--- config.mk ---
export PLATFORM = sky130hd
export DESIGN_NAME = cau_cell
export DESIGN_NICKNAME = d
export VERILOG_FILES = /design/src/rtl/cau_pkg.sv /design/src/rtl/cau_cell.sv
export SDC_FILE = /design/constraint.sdc
export NUM_CORES = 1
export LEC_CHECK = 0
export BUFFER_PORTS_ARGS = -buffer_cell sky130_fd_sc_hd__buf_2
export CAP_MARGIN = 20
export CELL_PAD_IN_SITES_DETAIL_PLACEMENT = 1
export CELL_PAD_IN_SITES_GLOBAL_PLACEMENT = 1
export CORE_UTILIZATION = 34
export CTS_BUF_LIST = sky130_fd_sc_hd__clkbuf_4 sky130_fd_sc_hd__clkbuf_8
export DETAILED_ROUTE_END_ITERATION = 6
export PLACE_DENSITY = 0.76
export SYNTH_ARGS = -nofsm -noshare
export SYNTH_HDL_FRONTEND = slang
export SYNTH_SLANG_ARGS = --single-unit
--- constraint.sdc ---
create_clock -name aclk -period 7.32 [get_ports aclk]
set_input_delay 0.732 -clock aclk [delete_from_list [all_inputs] [get_ports aclk]]
set_output_delay 0.732 -clock aclk [all_outputs]
set_load 0.03 [all_outputs]
--- src/rtl/cau_pkg.sv ---
// shared types and constants for the complex arithmetic unit
// no dependencies
package cau_pkg;

    localparam int DEF_PART_WIDTH = 16;
    localparam int DEF_FRAC_BITS  = 8;
    localparam int ACTION_W       = 4;
    localparam int FLAGS_W        = 3;

    typedef enum logic [ACTION_W-1:0] {
        ACT_ADD       = 4'd0,
        ACT_SUB       = 4'd1,
        ACT_MUL       = 4'd2,
        ACT_DIV       = 4'd3,
        ACT_ADD_REAL  = 4'd4,
        ACT_SUB_REAL  = 4'd5,
        ACT_MUL_REAL  = 4'd6,
        ACT_DIV_REAL  = 4'd7,
        ACT_NEGATE    = 4'd8,
        ACT_MAGNITUDE = 4'd9,
        ACT_EQUAL     = 4'd10
    } action_t;

    typedef enum logic [1:0] {
        LK_DIRECT,
        LK_DIV,
        LK_SQRT
    } lane_kind_t;

    typedef struct packed {
        logic       valid;
        lane_kind_t kind_re;
        lane_kind_t kind_im;
        logic       neg_re;
        logic       neg_im;
        logic       eq;
        logic       dz;
    } side_t;

endpackage

--- src/rtl/cau_cell.sv ---
// one cell of the chain: a quotient bit for both lanes and a square root step
// depends on cau_pkg
module cau_cell import cau_pkg::*; #(
    parameter int PART_WIDTH = DEF_PART_WIDTH,
    parameter int FRAC_BITS  = DEF_FRAC_BITS,
    parameter int IDX        = 0
) (
    input  logic                              aclk,
    input  logic                              aresetn,
    input  logic                              en,
    input  side_t                             side_i,
    input  logic [2*PART_WIDTH+FRAC_BITS-1:0] rem_re_i,
    input  logic [2*PART_WIDTH+FRAC_BITS-1:0] rem_im_i,
    input  logic [PART_WIDTH+1:0]             q_re_i,
    input  logic [PART_WIDTH+1:0]             q_im_i,
    input  logic [2*PART_WIDTH-1:0]           den_i,
    input  logic [2*PART_WIDTH-1:0]           sq_v_i,
    input  logic [2*PART_WIDTH-1:0]           sq_res_i,
    output side_t                             side_o,
    output logic [2*PART_WIDTH+FRAC_BITS-1:0] rem_re_o,
    output logic [2*PART_WIDTH+FRAC_BITS-1:0] rem_im_o,
    output logic [PART_WIDTH+1:0]             q_re_o,
    output logic [PART_WIDTH+1:0]             q_im_o,
    output logic [2*PART_WIDTH-1:0]           den_o,
    output logic [2*PART_WIDTH-1:0]           sq_v_o,
    output logic [2*PART_WIDTH-1:0]           sq_res_o
);

    localparam int DW    = 2 * PART_WIDTH;
    localparam int NW    = 2 * PART_WIDTH + FRAC_BITS;
    localparam int QW    = PART_WIDTH + 2;
    localparam int CW    = 3 * PART_WIDTH + 2;
    localparam int K     = PART_WIDTH + 1 - IDX;
    localparam bit SQ_ON = IDX < PART_WIDTH;
    localparam int SB    = (IDX < PART_WIDTH) ? 2 * (PART_WIDTH - 1 - IDX) : 0;
    localparam logic [DW-1:0] SQ_BIT = DW'(1) << SB;

    logic [CW-1:0] den_sh;
    logic          do_re, do_im;
    logic [NW-1:0] rem_re_next, rem_im_next;
    logic [DW:0]   sq_t;
    logic [DW-1:0] sq_v_next, sq_res_next;

    side_t         side_reg;
    logic [NW-1:0] rem_re_reg, rem_im_reg;
    logic [QW-1:0] q_re_reg, q_im_reg;
    logic [DW-1:0] den_reg, sq_v_reg, sq_res_reg;

    always_comb begin
        den_sh = CW'(den_i) << K;
        do_re  = (side_i.kind_re == LK_DIV) && (CW'(rem_re_i) >= den_sh);
        do_im  = (side_i.kind_im == LK_DIV) && (CW'(rem_im_i) >= den_sh);
        rem_re_next = do_re ? NW'(CW'(rem_re_i) - den_sh) : rem_re_i;
        rem_im_next = do_im ? NW'(CW'(rem_im_i) - den_sh) : rem_im_i;

        sq_t        = (DW+1)'(sq_res_i) + (DW+1)'(SQ_BIT);
        sq_v_next   = sq_v_i;
        sq_res_next = sq_res_i;
        if (SQ_ON && side_i.kind_re == LK_SQRT) begin
            if ((DW+1)'(sq_v_i) >= sq_t) begin
                sq_v_next   = DW'((DW+1)'(sq_v_i) - sq_t);
                sq_res_next = (sq_res_i >> 1) + SQ_BIT;
            end else begin
                sq_res_next = sq_res_i >> 1;
            end
        end
    end

    always_ff @(posedge aclk) begin
        if (!aresetn) begin
            side_reg <= '0;
        end else if (en) begin
            side_reg <= side_i;
        end
        if (en) begin
            rem_re_reg <= rem_re_next;
            rem_im_reg <= rem_im_next;
            q_re_reg   <= {q_re_i[QW-2:0], do_re};
            q_im_reg   <= {q_im_i[QW-2:0], do_im};
            den_reg    <= den_i;
            sq_v_reg   <= sq_v_next;
            sq_res_reg <= sq_res_next;
        end
    end

    assign side_o   = side_reg;
    assign rem_re_o = rem_re_reg;
    assign rem_im_o = rem_im_reg;
    assign q_re_o   = q_re_reg;
    assign q_im_o   = q_im_reg;
    assign den_o    = den_reg;
    assign sq_v_o   = sq_v_reg;
    assign sq_res_o = sq_res_reg;

endmodule

==> impl_metrics.sql <==
INSERT INTO impl_metrics (metric_group, metric, value, unit) VALUES
('cells_and_area', 'design_area', '16200', 'sq um'),
('logic_synthesis', 'yosys.cell_count.top_type', 'edfxtp_1', ''),
('critical_path', 'cell_family_with_the_largest_share_of_critical_path_delay', 'compound AO/OA/AOI/OAI gates', ''),
('floorplanning', 'floorplan.initialDensity', '34.5', '%'),
('power_and_ir_drop', 'power_density_over_the_cells', '232', 'nW/um^2'),
('placed_design', 'dp.final_hpwl', '30800', 'um'),
('logic_synthesis', 'synth_enable_flop_cells', '212', ''),
('timing', 'fin_tns_setup', '0', 'ns'),
('critical_path', 'r2r_cells', '2', ''),
('global_route', 'maximum_number_of_pins_on_one_net_before_global_route_repair', '91', ''),
('timing', 'layout_setup_ws', '3.60', 'ns'),
('clock_network', 'post_cts_hold_buffer_count', '0', ''),
('clock_network', 'post_cts_resize_count', '0', ''),
('cells_and_area', 'flow.area_growth_from_synthesis', '28.5', '%'),
('critical_path', 'endpoint_required_time_on_the_critical_path', '7.63', 'ns'),
('timing', 'unrepaired_setup_endpoints_after_global_routing', 'false', ''),
('critical_path', 'cp_max_fanout', '27', ''),
('timing', 'finalHoldViolCount', '0', ''),
('critical_path', 'category_of_the_most_critical_setup_path', 'in2reg', ''),
('hold_path', 'holdPathEnd', 'rem_re_o[1]', ''),
('logic_synthesis', 'yosysSeqAreaShare', '52.0', '%'),
('route', 'avgRoutedWirePerCell', '19.3', 'um'),
('global_route', 'grt_pass1_wl', '59500', 'um'),
('floorplanning', 'floorplan.die.width', '194', 'um'),
('flow_run', 'max_cap_viol_count', '0', ''),
('clock_network', 'h-tree-depth', '2', ''),
('global_route', 'gr-usage-all-layers', '20.2', '%'),
('logic_synthesis', 'postSynth.asyncResetShare', '0', '%'),
('route', 'remaining_routing_drc_violations', '0', ''),
('global_route', 'grt_antenna_before_repair', '9', ''),
('run_status', 'run_status', 'finished clean', ''),
('placed_design', 'post-place-ws', '3.08', 'ns'),
('power_and_ir_drop', 'vdd_ir_max', '0.168', 'mV'),
('clock_network', 'clk_pin_slew_worst_paths', '0.06', 'ns'),
('route', 'route.antenna.remaining_nets', '0', ''),
('logic_synthesis', 'commonest_cells_post_synth', 'edfxtp_1 (212), ha_1 (80), inv_1 (78)', ''),
('clock_network', 'cts_made_buffers', '41', ''),
('critical_path', 'timing.critical_path.to_type', 'register', ''),
('critical_path', 'critPathLaunch', 'den_i[0]', ''),
('floorplanning', 'core-area', '36500', 'sq um'),
('critical_path', 'path_buf_inv', '1', ''),
('floorplanning', 'die_area', '37800', 'sq um'),
('global_route', 'grt_remaining_overflow', '0', ''),
('timing', 'final_min_period_over_clock_period', '50.9', '%'),
('placed_design', 'globalplace.congestion', '0.883', ''),
('timing', 'relSlewSlack', '35.7', '%'),
('critical_path', 'regToRegSetupSlack', '6.71', 'ns'),
('timing', 'fin_clk_skew', '0', 'ns'),
('route', 'detailedRoute.firstPassIterationCount', '4', ''),
('critical_path', 'critical-path-slowest-cell', 'a21oi_4', ''),
('floorplanning', 'row_count', '70', ''),
('placed_design', 'placement.cell_area', '15300', 'sq um'),
('logic_synthesis', 'synthesis.nets', '1362', ''),
('critical_path', 'crit_path_max_incr_delay', '0.78', 'ns'),
('route', 'drt_first_iter_violations', '402', ''),
('timing', 'maxSlewViolCount', '0', ''),
('route', 'routed_wl', '39100', 'um'),
('critical_path', 'cp.depth', '10', ''),
('hold_path', 'number_of_stages_on_the_worst_hold_path', '1', ''),
('logic_synthesis', 'count_of_mapped_cells_out_of_synthesis', '1055', ''),
('clock_network', 'root_buffer', 'clkbuf_8', ''),
('timing', 'post-route-min-period', '3.72', 'ns'),
('timing', 'fmax', '269', 'MHz'),
('route', 'detailroute.via_count', '10200', ''),
('logic_synthesis', 'netlist_top_cells_area', 'edfxtp_1 (51%), ha_1 (7.9%), mux2_2 (3.5%), a21oi_1 (2.7%), xnor2_1 (2.6%)', ''),
('critical_path', 'arrival', '4.04', 'ns'),
('clock_network', 'tritoncts', 'yes', ''),
('logic_synthesis', 'synth.lib_cells_used.distinct', '82', ''),
('logic_synthesis', 'synth_largest_type_area_fraction', '50.5', '%'),
('floorplanning', 'boundaryPins', '445', ''),
('global_route', 'first_global_vias', '11000', '');
## metrics by stage
step / utilization (%) / power (uW) / cells / hold WS [ns]
finish: 44.3 / 3760 / 2024 / 0.348
global route: 44.3 / 3930 / 2021 / 0.288
CTS: 44.3 / 3810 / 2016 / 0.275
detailed placement: 41.8 / 2460 / 1940 / 0.502
global placement: 41.8 / 2430 / 1940 / 0.493
floorplan: - / 2150 / 1055 / 0.641
## report_power, final
part           internal [uW]  switching, uW
Sequential              1510           27.4
Combinational            316            585
Clock                    789            539
## worst max path at each step
stage,endpoint
2_1_floorplan,rem_im_o[22]
3_3_place_gp,rem_re_o[20]
3_5_place_dp,rem_re_o[21]
4_1_cts,rem_re_o[21]
5_1_grt,rem_re_o[21]
6_report,rem_re_o[21]
## routing by layer
layer	up-vias	track usage (%)	share of wire, %	wire length (um)
li1	4894	-	-	-
met1	4909	22.8	39	15300
met2	340	35.8	50	19600
met3	75	5.05	7.0	2720
met4	4	9.41	3.6	1400
met5	-	0	0.059	23
## sequential cells by signal, indices dropped and copies added, names as in the netlist
| register | flops |
|---|---|
| sq_res_o | 32 |
| sq_v_o | 32 |
| rem_im_o | 40 |
| side_o | 9 |
| q_im_o | 18 |
| den_o | 32 |
| rem_re_o | 40 |
| q_re_o | 18 |
## area by class of cell
type | count | area (sq um)
clock inverters | 21 | 220
diodes | 8 | 20.0
multi-input cells | 727 | 5580
repair buffers | 446 | 2250
flip-flops and latches | 221 | 6550
well taps | 468 | 586
fillers | 4129 | 20300
inverters | 78 | 293
clock buffers | 55 | 688
## logic make-up (layout without fill, tap and decap cells)
kind of cell,Yosys count,count (layout),synth area share (%)
AOI/OAI and AO/OA,264,264,14.2
xor gates and xnor gates,57,57,3.96
adders and majority gates,83,83,8.42
buffers and inverters,107,600,3.77
DFF,221,221,52.0
muxes,91,91,8.40
other,0,8,0
and+or+nand+nor,232,232,9.30
## placed cells by master (no fill, tap or decap), types with 11 or more instances in the layout
master / count
clkbuf_4: 11
mux2_4: 16
ha_1: 80
a21oi_1: 67
mux2i_1: 21
edfxtp_1: 212
nor2_1: 43
inv_1: 78
nand2_1: 75
xnor2_1: 37
mux2_2: 39
nand2b_1: 12
nand3_1: 16
mux2_1: 15
o21ai_0: 63
buf_2: 441
a21o_1: 30
nor2b_1: 19
clkbuf_8: 44
o21a_1: 19
xor2_1: 20
(Power assumes the default switching activity.)
